## src/rtl/ibfsm_pkg.sv

```systemverilog
`default_nettype none
package ibfsm_pkg;

    localparam int unsigned WORD_W = 32;

    localparam logic [1:0] FN_ALLOC_INODE = 2'd0;
    localparam logic [1:0] FN_FREE_INODE  = 2'd1;
    localparam logic [1:0] FN_ALLOC_BLOCK = 2'd2;
    localparam logic [1:0] FN_FREE_BLOCK  = 2'd3;

    localparam logic [1:0] REG_INODE_BASE = 2'd0;
    localparam logic [1:0] REG_INODE_LG   = 2'd1;
    localparam logic [1:0] REG_BLOCK_BASE = 2'd2;
    localparam logic [1:0] REG_BLOCK_LG   = 2'd3;

    localparam logic [31:0] INODE_BASE_RST = 32'd0;
    localparam logic [3:0]  INODE_LG_RST   = 4'd7;
    localparam logic [31:0] BLOCK_BASE_RST = 32'd0;
    localparam logic [4:0]  BLOCK_LG_RST   = 5'd10;

    typedef enum logic [2:0] {
        STAT_OK        = 3'd0,
        STAT_NONE_FREE = 3'd1,
        STAT_RANGE     = 3'd2,
        STAT_NOTHING   = 3'd3,
        STAT_NOT_USED  = 3'd4
    } t_status;

    typedef enum logic [3:0] {
        ST_CLEAR,
        ST_IDLE,
        ST_LOC,
        ST_FRD,
        ST_IRD,
        ST_IEVAL,
        ST_IFREE,
        ST_SRD,
        ST_SPOP,
        ST_BFREE,
        ST_SHIFT,
        ST_ADD,
        ST_FIN
    } t_state;

    typedef struct packed {
        logic [31:0] inode_base;
        logic [3:0]  inode_lg;
        logic [31:0] block_base;
        logic [4:0]  block_lg;
    } t_cfg;

endpackage
`default_nettype wire

```

## src/rtl/ibfsm_cfg.sv

```systemverilog
`default_nettype none
module ibfsm_cfg (
    input  wire logic          i_clk,
    input  wire logic          i_rst_n,
    input  wire logic          psel,
    input  wire logic          penable,
    input  wire logic          pwrite,
    input  wire logic [3:0]    paddr,
    input  wire logic [31:0]   pwdata,
    output logic      [31:0]   prdata,
    output logic               pready,
    output ibfsm_pkg::t_cfg    o_cfg
);

    ibfsm_pkg::t_cfg r_cfg;
    logic            wr_en;

    assign pready = 1'b1;
    assign wr_en  = psel & penable & pwrite;
    assign o_cfg  = r_cfg;

    always_ff @(posedge i_clk) begin
        if (!i_rst_n) begin
            r_cfg.inode_base <= ibfsm_pkg::INODE_BASE_RST;
            r_cfg.inode_lg   <= ibfsm_pkg::INODE_LG_RST;
            r_cfg.block_base <= ibfsm_pkg::BLOCK_BASE_RST;
            r_cfg.block_lg   <= ibfsm_pkg::BLOCK_LG_RST;
        end else if (wr_en) begin
            unique case (paddr[3:2])
                ibfsm_pkg::REG_INODE_BASE: r_cfg.inode_base <= pwdata;
                ibfsm_pkg::REG_INODE_LG:   r_cfg.inode_lg   <= pwdata[3:0];
                ibfsm_pkg::REG_BLOCK_BASE: r_cfg.block_base <= pwdata;
                ibfsm_pkg::REG_BLOCK_LG:   r_cfg.block_lg   <= pwdata[4:0];
                default: ;
            endcase
        end
    end

    always_comb begin
        unique case (paddr[3:2])
            ibfsm_pkg::REG_INODE_BASE: prdata = r_cfg.inode_base;
            ibfsm_pkg::REG_INODE_LG:   prdata = {28'd0, r_cfg.inode_lg};
            ibfsm_pkg::REG_BLOCK_BASE: prdata = r_cfg.block_base;
            ibfsm_pkg::REG_BLOCK_LG:   prdata = {27'd0, r_cfg.block_lg};
            default:                   prdata = 32'd0;
        endcase
    end

endmodule
`default_nettype wire

```

## config.mk

```make
export PLATFORM = sky130hd
export DESIGN_NAME = ibfsm_cfg
export DESIGN_NICKNAME = d
export VERILOG_FILES = /design/src/rtl/ibfsm_pkg.sv /design/src/rtl/ibfsm_cfg.sv
export SDC_FILE = /design/constraint.sdc
export NUM_CORES = 1
export LEC_CHECK = 0
export BUFFER_PORTS_ARGS = -buffer_cell sky130_fd_sc_hd__buf_2
export CORE_UTILIZATION = 51
export CTS_CLUSTER_SIZE = 28
export DETAILED_ROUTE_END_ITERATION = 7
export PLACE_DENSITY = 0.93
export REMOVE_ABC_BUFFERS = 1
export SYNTH_ARGS = -nofsm -noshare
export SYNTH_HDL_FRONTEND = slang
export SYNTH_SLANG_ARGS = --single-unit
```

## constraint.sdc

```tcl
create_clock -name i_clk -period 1.3 [get_ports i_clk]
set_input_delay 0.13 -clock i_clk [delete_from_list [all_inputs] [get_ports i_clk]]
set_output_delay 0.13 -clock i_clk [all_outputs]
set_load 0.1 [all_outputs]
```

* After elaboration in Yosys (flattened, before gate mapping) *
Index checks and enable logic that the tools add are counted.

operators by class
  add/subtract/negate cells = 0
  multipliers = 0
  div/mod/pow operators = 0
  $lt $le $gt $ge = 0
  equality and inequality tests = 3
  shifts and indexed selects = 0
  multiplexer cells = 1
  bitwise gates (word level) = 2
  reduce and logical (&&, ||, !) cells = 5

operator list
  cell                  count
  $pmux W32 S4          1
  $reduce_and A2 Y1     4
  $eq A2 B2 Y1 const B  2
  $and A1 B1 Y1         2
  $eq A2 B1 Y1 const B  1
  $logic_not A2 Y1      1

word-level totals
  bits in registers = 73
  latch bits = 0
  bits in writable memories = 0
  memory bits (read-only) = 0
  bits of input ports = 41
  output and inout port bits = 106
  word-level logic and storage cells = 15
  memories = 0

* Depth between registers and ports, before layout *
Gate-level depths: netlist (run 1).

  word-level depth = 3
  gate-level depth with buffers = 5
  depth with buffers taken out = 3

* Worst setup path after synthesis (run 1) *
No wires, ideal clock.

  kind = reg2out
  start point = register r_cfg (netlist bit o_cfg[15])
  end point = output prdata[10]
  arrival time = 2.401 ns
  required time = 1.170 ns
  slack = -1.231 ns
  stages on the path, launching flop included = 3
  buffers on the path = 0
  path through = dfxtp_1 mux2i_1 nor2_1

on the way
  longest elaborated chain between the ends = 1

RTL lines
  element          RTL line         text
  start, declared  ibfsm_cfg.sv:15  ibfsm_pkg::t_cfg r_cfg;
  $pmux W32 S4     ibfsm_cfg.sv:40  unique case (paddr[3:2])
  end, declared    ibfsm_cfg.sv:10  output logic [31:0] prdata,

Every way passes these cells.

* Worst setup path in the final report (run 1) *
  start point = register r_cfg (netlist bit o_cfg[40])
  end point = output prdata[3]

Same word-level chain as after synthesis.

==> results.py, run 1 <==
metrics = {
    "run_status": {
        "status": "finished with violations",
        "violations": "negative setup slack",
    },
    "cells_and_area": {
        "antenna_cells": 0,
        "fin_nets": 551,
        "largest_reg_flops": 73,
        "final_util_pct": 81.1,
        "syn_to_final_growth_pct": 53.5,
        "instances_no_fill": 592,
        "drive_gt1_share_pct": 55.3,
        "register_area_um2": 1550,
        "multiInputGateArea_um2": 1740,
        "fill_cells": 351,
    },
    "placement": {
        "dpl_worst_slack_ps": -61.9,
        "io_buffers": 143,
        "place_congestion": 0.802,
        "place_hpwl_mm": 6.43,
        "place_inst": 556,
    },
    "sta": {
        "slew_violations": 0,
        "hold_slack_ps": 52.1,
        "worst_slack_ps": -179,
        "skew_ps": 0,
        "fmax_mhz": 676,
        "rsz0062_at_grt": "yes",
        "period_share_pct": 114,
        "setup_viol": 5,
        "hold_violations": 0,
        "period_needed_ps": 1480,
    },
    "clocking": {
        "cts_buffer_depth": 2,
        "path_clk_slew_ps": 70,
        "cts_tree": "done",
        "holdBufCountCts": 0,
        "numCtsBuffers": 9,
        "clkLatencyLatePin_ps": 330,
        "htreeDepth": 3,
        "clock-sinks": 73,
        "cts_root_buf": "clkbuf_8",
    },
    "floorplan": {
        "die_height_um": 83.1,
        "fp.dieW_um": 83.1,
        "dieArea_um2": 6900,
        "core-area_um2": 6350,
        "io_pins": 147,
        "start_util_pct": 52.8,
        "fp-row-count": 29,
    },
    "setup_path": {
        "crit_chain": "mux4_2 > buf_12",
        "max_stage_delay_ps": 490,
        "cp_data_required_time_ps": 1170,
        "end_kind": "output pin",
        "crit_fanout": 2,
        "worstPathArrival_ps": 1350,
        "crit_type": "reg2out",
        "start_kind": "flop",
        "crit_slowest_cell": "mux4_2",
    },
    "min_path": {
        "hold_path.class": "in2reg",
    },
    "synth": {
        "synth_top_area_share_pct": 43.6,
        "syn_area_per_cell_um2": 9.53,
        "ys_warn_count": 0,
        "ys_ff_latch": 73,
        "synth_area_leaders": "dfxtp_1 (44%), mux2i_1 (29%), nand2_1 (11%)",
        "syn_inst": 352,
        "synth_top_area_cell": "dfxtp_1",
        "synth.distinct_cells": 24,
        "ys_seq_area_share_pct": 43.6,
        "netlist_area_um2": 3350,
    },
    "route": {
        "wl_per_cell_um": 16.3,
        "num_vias": 3193,
        "wl_mm": 9.66,
        "drt_iter0_drc": 100,
        "first_pass_iters": 5,
        "antenna_left": 0,
        "routed_via_density": 5.39,
        "route.detailed.drc": 0,
    },
    "power": {
        "p_per_area_nw_per_um2": 971,
        "p_leak_nw": 2.53,
        "power_mw": 5.00,
        "ir_worst_vdd_uv": 649,
    },
    "flow_run": {
        "cap_violations": 0,
    },
    "global_route": {
        "grt_pass1_wl_mm": 15.3,
        "grtUsageTotal_pct": 27.2,
        "grt_max_degree": 51,
        "grt_pass1_vias": 3252,
        "grt_overflow": 0,
        "grt_antenna_before_repair": 0,
    },
}
per-layer routing:
metal  wire length, um  GRT usage (%)  vias up  part of all wire (%)
met1              3670           30.5     1538                    38
met3               442           4.08       32                   4.6
met2              5240           50.5      136                    54
met5                 0              0        -                     0
li1                  -              -     1487                     -
met4               300           11.9        0                   3.1
cells by family (layout without fill, tap and decap cells):
| logic type | count (synthesis) | after routing | share of synthesized area [%] |
|---|---|---|---|
| AO/OA/AOI/OAI | 4 | 4 | 0.858 |
| buffers and inverters | 31 | 194 | 5.97 |
| flip-flops | 73 | 73 | 43.6 |
| multiplexers | 102 | 102 | 32.0 |
| other | 1 | 1 | 0.112 |
| AND/OR/NAND/NOR | 141 | 141 | 17.5 |
layout make-up:
cell class,instances,share of cell area (%)
clock buffer,13,2.70
clock inverter,3,1.26
inverter,3,0.219
multi-input combinational,248,33.9
sequential,73,30.1
tap,77,1.87
timing repair buffer,175,30.0
power breakdown:
part / internal [mW] / total [mW] / switching (mW)
logic: 0.249 / 0.829 / 0.580
registers: 2.27 / 2.29 / 0.0232
clock network: 1.08 / 1.88 / 0.793
total: 3.60 / 5.00 / 1.40
final timing paths:
check	startpoint	end	slack (ps)	cells past startpoint
max	o_cfg[40]	prdata[3]	-180	2
min	pwdata[22]	o_cfg[63]	50	3
max reg2reg	o_cfg[43]	o_cfg[43]	520	3
min reg2reg	o_cfg[36]	o_cfg[36]	470	2
repair_timing:
action | 4_1_cts | 5_1_grt
gates resized for setup | 66 | 40
setup endpoints to repair | 27 | 42
pin swaps | 17 | 24
buffers inserted | 14 | 6
metrics by stage:
stage | TNS, ps | instance area [um^2]
after floorplan | -36800 | 3160
after global placement | 0 | 4610
after detailed placement | -655 | 4610
after CTS | -915 | 5030
after global routing | -1280 | 5150
final | -798 | 5150
Yosys cell counts:
cell type and n:
nand2_1 100, mux2i_1 97, dfxtp_1 73, nor2_1 28, clkbuf_1 8, buf_2 7
buf_6 7, buf_4 6, mux4_2 4, nor2b_1 3, inv_1 2, nand3_1 2
nand4_1 2, nand4b_1 2, o211ai_1 2, a22o_1 1, and3_1 1, conb_1 1
inv_2 1, mux2_2 1, nand2_4 1, nor2_4 1, nor3b_4 1, o21ai_0 1
worst max-delay path, delay by kind of cell (launching register included):
family / cells / cell delay [ps]
muxes: 1 / 490
DFF: 1 / 330
buffers and inverters: 1 / 190
cell usage in the layout (no fill, tap or decap), types with 2 or more instances in the layout:
cell type,count
buf_12,38
clkbuf_8,9
nand3_1,2
nand4_1,2
dfxtp_1,3
nor2_2,15
nand4b_1,2
dfxtp_2,70
mux4_2,4
mux2i_2,4
buf_2,98
mux2i_1,93
clkbuf_1,4
buf_4,37
o211ai_1,2
bufinv_16,2
inv_1,2
nor2b_1,3
nand2_1,100
clkbuf_4,2
nor2_1,13
No activity file was read; power rests on OpenSTA's default activity.
==> inputs of run 2 (changes only) <==
--- a/config.mk
+++ b/config.mk
@@ -5,6 +5,7 @@
 export SDC_FILE = /design/constraint.sdc
 export NUM_CORES = 1
 export LEC_CHECK = 0
+export ABC_AREA = 1
 export BUFFER_PORTS_ARGS = -buffer_cell sky130_fd_sc_hd__buf_2
 export CORE_UTILIZATION = 51
 export CTS_CLUSTER_SIZE = 28
==> run 2 against run 1 <==
Effect of this change: the flow still finishes with violations (negative setup slack); sequential share of layout area decreased by 0.96 points; critical path depth increased by 4; non-clock buffer count decreased by 18; critical path type is now in2out; critical endpoint is now prdata[1]; highest routed layer unchanged.
==> results.py, run 2 <==
metrics = {
    "synth": {
        "synth_fa_ha_area_share_pct": 0,
        "synth_xor_area_share_pct": 0,
        "netlist_area_um2": 3350,
        "syn_area_per_cell_um2": 6.72,
        "synth_ff_type": "dfxtp_1",
        "synth-simple-area-share_pct": 40.2,
        "ys_warn_count": 0,
        "ys_seq_area_share_pct": 43.7,
        "synth_top_family_by_area": "simple AND/OR/NAND/NOR gates",
        "synth_compound_area_share_pct": 7.07,
        "synth_top_area_cell": "dfxtp_1",
        "ys_ff_latch": 73,
        "synth_top_area_share_pct": 43.7,
        "synthTopCellsByCount": "nor2_1 (140), nand2_1 (104), nand3_1 (75), dfxtp_1 (73), inv_1 (33)",
        "async_flop_share_pct": 0,
        "synth_area_leaders": "dfxtp_1 (44%), nor2_1 (16%), nand2_1 (12%)",
        "syn_inst": 498,
        "synth.distinct_cells": 16,
        "yosysMostFrequentCell": "nor2_1",
        "synth_edf_count": 0,
        "synth_mux_area_share_pct": 0,
    },
    "sta": {
        "fmax_mhz": 763,
        "skew_ps": 0,
        "period_needed_ps": 1310,
        "slew_violations": 0,
        "worst_slack_ps": -9.99,
        "setup_viol": 1,
        "rsz0062_at_grt": "yes",
        "hold_violations": 0,
        "period_share_pct": 101,
    },
    "route": {
        "wl_mm": 9.94,
        "antenna_left": 0,
        "wl_per_cell_um": 13.9,
        "routed_via_density": 5.38,
        "first_pass_iters": 5,
        "route.detailed.drc": 0,
        "num_vias": 3835,
        "drt_iter0_drc": 212,
    },
    "min_path": {
        "hold_path_depth": 3,
        "hold_path.class": "in2reg",
    },
    "floorplan": {
        "fp.dieW_um": 83.0,
        "fp-row-count": 29,
        "core-area_um2": 6350,
        "io_pins": 147,
        "die_height_um": 83.0,
        "dieArea_um2": 6890,
        "start_util_pct": 52.7,
    },
    "cells_and_area": {
        "syn_to_final_growth_pct": 50.1,
        "design_area_um2": 5020,
        "largest_reg_flops": 73,
        "layout_commonest_cell": "nor2_1",
        "drive_gt1_share_pct": 28.5,
        "antenna_cells": 0,
        "layout_common_cells": "nor2_1 (139), nand2_1 (104), nand3_1 (75)",
        "fin_nets": 673,
    },
    "clocking": {
        "htreeDepth": 3,
        "path_clk_slew_ps": 70,
        "cts_buffer_depth": 2,
        "cts_setup_buffers": 0,
        "clkLatencyLatePin_ps": 320,
        "cts_tree": "done",
        "cts_root_buf": "clkbuf_8",
        "numCtsBuffers": 9,
        "clock-sinks": 73,
    },
    "global_route": {
        "grt_antenna_before_repair": 0,
        "grtUsageTotal_pct": 28.8,
        "grt_overflow": 0,
        "grt_pass1_wl_mm": 16.2,
        "grt_max_degree": 74,
        "grt_pass1_vias": 3489,
    },
    "setup_path": {
        "critical_path.most_common_cell": "nand2_1",
        "crit_slowest_cell": "buf_12",
        "end_kind": "output pin",
        "crit_family": "buffers and inverters",
        "crit_chain": "buf_2 > nand2_1 > clkinvlp_4 > nand2_1 > nand4_1 > buf_12",
        "start_kind": "input port",
        "cp.depth": 6,
        "worstPathArrival_ps": 1180,
        "max_stage_delay_ps": 220,
        "crit_fanout": 8,
        "r2r_cells": 2,
        "crit_buf_inv": 3,
        "crit_type": "in2out",
        "cp_data_required_time_ps": 1170,
    },
    "power": {
        "p_int_mw": 3.47,
        "p_sw_share_pct": 32.8,
        "ir_worst_vdd_uv": 782,
        "p_per_area_nw_per_um2": 1030,
        "seqPwrFrac_pct": 45.0,
        "pwr-share-comb_pct": 22.8,
        "p_leak_nw": 2.40,
        "clock_power_share_pct": 32.1,
        "power_mw": 5.16,
        "p_switching_mw": 1.69,
    },
    "placement": {
        "place_hpwl_mm": 6.68,
        "place_area_um2": 4710,
        "dpl_worst_slack_ps": 26.9,
        "io_buffers": 143,
        "place_congestion": 0.812,
    },
    "run_status": {
        "status": "finished with violations",
        "violations": "negative setup slack",
    },
    "flow_run": {
        "cap_violations": 0,
    },
}
==> run 2: cell count changes after synthesis, moves of 4 or more <==
cell | previous run | this run
nor2_1 | 28 | 140
mux2i_1 | 97 | 0
nand3_1 | 2 | 75
inv_1 | 2 | 33
a22o_1 | 1 | 27
buf_2 | 7 | 26
buf_6 | 7 | 0
clkbuf_1 | 8 | 1
buf_1 | 0 | 6
buf_4 | 6 | 1
mux4_2 | 4 | 0
nand2_1 | 100 | 104
==> run 2: repair_timing <==
| action | in CTS | in global routing |
|---|---|---|
| resized for setup | 2 | 49 |
| setup endpoints to repair | 2 | 52 |
| hold buffers | 0 | 0 |
| endpoints found under the hold margin | 0 | 0 |
==> run 2: per-stage QoR <==
| stage | std cells | utilization [%] | TNS (ps) | hold WS [ps] |
|---|---|---|---|---|
| 6_report | 713 | 79.1 | -9.99 | 51.4 |
| 3_3_place_gp | 698 | 74.1 | 0 | 362 |
| 4_1_cts | 713 | 77.0 | 0 | 33.1 |
| 3_5_place_dp | 698 | 74.1 | 0 | 374 |
| 2_1_floorplan | 464 | - | -136100 | 215 |
| 5_1_grt | 713 | 79.1 | -109 | 41.1 |
==> run 2: path summary, 6_finish.rpt <==
kind	startpoint	slack (ps)	endpoint
worst min-delay path	pwdata[2]	50	o_cfg[39]
worst max register to register	o_cfg[40]	650	o_cfg[40]
worst min register to register	o_cfg[37]	490	o_cfg[37]
worst max-delay path	paddr[2]	-10	prdata[1]
==> run 2: final cells by class <==
type,count,area [um^2]
multi-input combinational,355,1620
timing repair buffer,157,1530
sequential,73,1460
fill,423,1330
inverter,36,139
clock buffer,11,131
tap,77,96.3
clock inverter,4,45.0
==> run 2: cell families (layout without fill, tap and decap cells) <==
kind of cell           Yosys count  in the layout
DFF                             73             73
other                            1              1
AOI/OAI and AO/OA               27             27
buffers and inverters           70            208
and+or+nand+nor                327            327
==> run 2: worst min-delay path, stage by stage <==
cell,delay (ps)
buf_2,90
nand2_1,50
nand3_1,80
==> run 2: metal layers <==
| metal | wire length (um) | vias up | GRT usage (%) |
|---|---|---|---|
| li1 | - | 1835 | - |
| met1 | 3980 | 1796 | 34.9 |
| met2 | 5170 | 182 | 50.4 |
| met3 | 524 | 22 | 4.37 |
| met4 | 263 | 0 | 12.5 |
| met5 | 0 | - | 0 |
==> run 2: power groups by stage <==
stage / clock [mW] / combinational (mW) / sequential [mW]
4_1_cts: 1.67 / 1.16 / 2.32
3_3_place_gp: 0 / 1.13 / 2.37
3_5_place_dp: 0 / 1.15 / 2.37
6_report: 1.66 / 1.18 / 2.33
2_1_floorplan: 0 / 0.425 / 2.72
5_1_grt: 1.79 / 1.24 / 2.33
==> inputs of run 3 (changes only) <==
--- a/config.mk
+++ b/config.mk
@@ -12,6 +12,7 @@
 export DETAILED_ROUTE_END_ITERATION = 7
 export PLACE_DENSITY = 0.93
 export REMOVE_ABC_BUFFERS = 1
+export SKIP_CTS_REPAIR_TIMING = 1
 export SYNTH_ARGS = -nofsm -noshare
 export SYNTH_HDL_FRONTEND = slang
 export SYNTH_SLANG_ARGS = --single-unit
==> run 3 against run 2 <==
Effect of this change: the run still ends with negative setup slack left; sequential power hardly changed; non-clock buffer count up 4; routed wire length rose by 4.6%; worst setup slack lost 4.5 ps; final cell count is 0.56% higher; clock-buffer cell count unchanged; global-route usage about the same; fmax decreased by 0.34%; critical path depth unchanged; sequential share of layout area is 0.28 points lower; combinational power is essentially flat; critical path type unchanged.
==> results.py, run 3 (synthesis gave the netlist of run 2 again) <==
metrics = {
    "run_status": {
        "status": "finished with violations",
        "violations": "negative setup slack",
    },
    "setup_path": {
        "start_kind": "input port",
        "critical_path.most_common_cell": "nand2_1",
        "crit_type": "in2out",
        "worstPathArrival_ps": 1180,
        "max_stage_delay_ps": 220,
        "crit_chain": "buf_2 > nand2_1 > clkinvlp_4 > nand2_1 > nand4_1 > buf_12",
        "crit_buf_inv": 3,
        "crit_family": "buffers and inverters",
        "end_kind": "output pin",
        "cp_data_required_time_ps": 1170,
        "crit_fanout": 8,
        "crit_slowest_cell": "buf_12",
    },
    "power": {
        "p_leak_nw": 2.42,
        "p_int_mw": 3.49,
        "ir_worst_vdd_uv": 776,
        "seqPwrFrac_pct": 44.7,
        "p_sw_share_pct": 32.9,
        "p_per_area_nw_per_um2": 1020,
        "pwr-share-comb_pct": 23.2,
        "p_switching_mw": 1.71,
        "clock_power_share_pct": 32.0,
    },
    "route": {
        "num_vias": 3878,
        "drt_iter0_drc": 228,
        "wl_mm": 10.4,
        "antenna_left": 0,
        "wl_per_cell_um": 14.5,
        "routed_via_density": 5.41,
        "route.detailed.drc": 0,
        "first_pass_iters": 5,
    },
    "sta": {
        "fmax_mhz": 761,
        "hold_violations": 0,
        "worst_slack_ps": -14.5,
        "period_share_pct": 101,
        "tns_ps": -14.5,
        "setup_viol": 1,
        "skew_ps": 0,
        "period_needed_ps": 1310,
        "slew_violations": 0,
        "hold_slack_ps": 54.4,
    },
    "cells_and_area": {
        "antenna_cells": 0,
        "fin_nets": 677,
        "syn_to_final_growth_pct": 51.9,
        "largest_reg_flops": 73,
        "drive_gt1_share_pct": 29.2,
        "layout_common_cells": "nor2_1 (138), nand2_1 (104), nand3_1 (75)",
        "layout_commonest_cell": "nor2_1",
    },
    "clocking": {
        "path_clk_slew_ps": 70,
        "numCtsBuffers": 9,
        "cts_root_buf": "clkbuf_8",
        "htreeDepth": 3,
        "cts_tree": "done",
        "clkLatencyLatePin_ps": 330,
        "clock-sinks": 73,
        "cts_buffer_depth": 2,
    },
    "floorplan": {
        "die_height_um": 83.0,
        "start_util_pct": 52.7,
        "dieArea_um2": 6890,
        "fp.dieW_um": 83.0,
        "core-area_um2": 6350,
        "io_pins": 147,
        "fp-row-count": 29,
    },
    "global_route": {
        "grt_pass1_vias": 3488,
        "grt_max_degree": 74,
        "grt_pass1_wl_mm": 16.2,
        "grtUsageTotal_pct": 28.7,
        "grt_overflow": 0,
        "grt_antenna_before_repair": 0,
    },
    "flow_run": {
        "cap_violations": 0,
    },
    "placement": {
        "io_buffers": 143,
        "place_congestion": 0.812,
        "place_hpwl_mm": 6.68,
    },
    "min_path": {
        "hold_path.class": "in2reg",
    },
}
[run 3: cell type report]
| cell class | count | area (um^2) |
|---|---|---|
| clock buffers | 11 | 131 |
| clock inverters | 4 | 45.0 |
| fillers | 412 | 1270 |
| inverters | 36 | 139 |
| multi-input cells | 355 | 1600 |
| flip-flops and latches | 73 | 1470 |
| well taps | 77 | 96.3 |
| repair buffers | 161 | 1600 |
[run 3: through the flow]
step	utilization, %	instance area [um^2]	cells	power [mW]	worst slack (ps)
floorplan	-	3180	464	3.15	-1510
global placement	74.1	4710	698	3.50	65.6
detailed placement	74.1	4710	698	3.53	26.9
CTS	76.9	4880	713	5.15	-9.39
global route	80.1	5080	717	5.40	-85.9
finish	80.1	5080	717	5.20	-14.5
[run 3: power by group through the flow]
stage          Combinational, mW  Sequential, mW  Clock [mW]
6_report                    1.21            2.33        1.66
2_1_floorplan              0.425            2.72           0
5_1_grt                     1.27            2.33        1.81
4_1_cts                     1.16            2.32        1.67
3_3_place_gp                1.13            2.37           0
3_5_place_dp                1.15            2.37           0
[run 3: tightest hold or removal path: cells and delay by family]
| kind | cells | cell delay (ps) |
|---|---|---|
| buffers and inverters | 1 | 100 |
| AND/OR/NAND/NOR | 2 | 120 |
[run 3: metal layers]
metal,track usage (%),routed length (um)
met1,34.9,4210
met3,4.37,606
met5,0,0
met4,12.5,297
met2,50.3,5290
[run 3: path summary, 6_finish.rpt]
check / slack [ps] / cells past startpoint / to / start
setup / recovery: -10 / 6 / prdata[1] / paddr[2]
hold / removal: 50 / 3 / o_cfg[37] / pwdata[0]
setup reg to reg: 610 / 2 / o_cfg[2] / o_cfg[2]
hold reg to reg: 490 / 2 / o_cfg[37] / o_cfg[37]
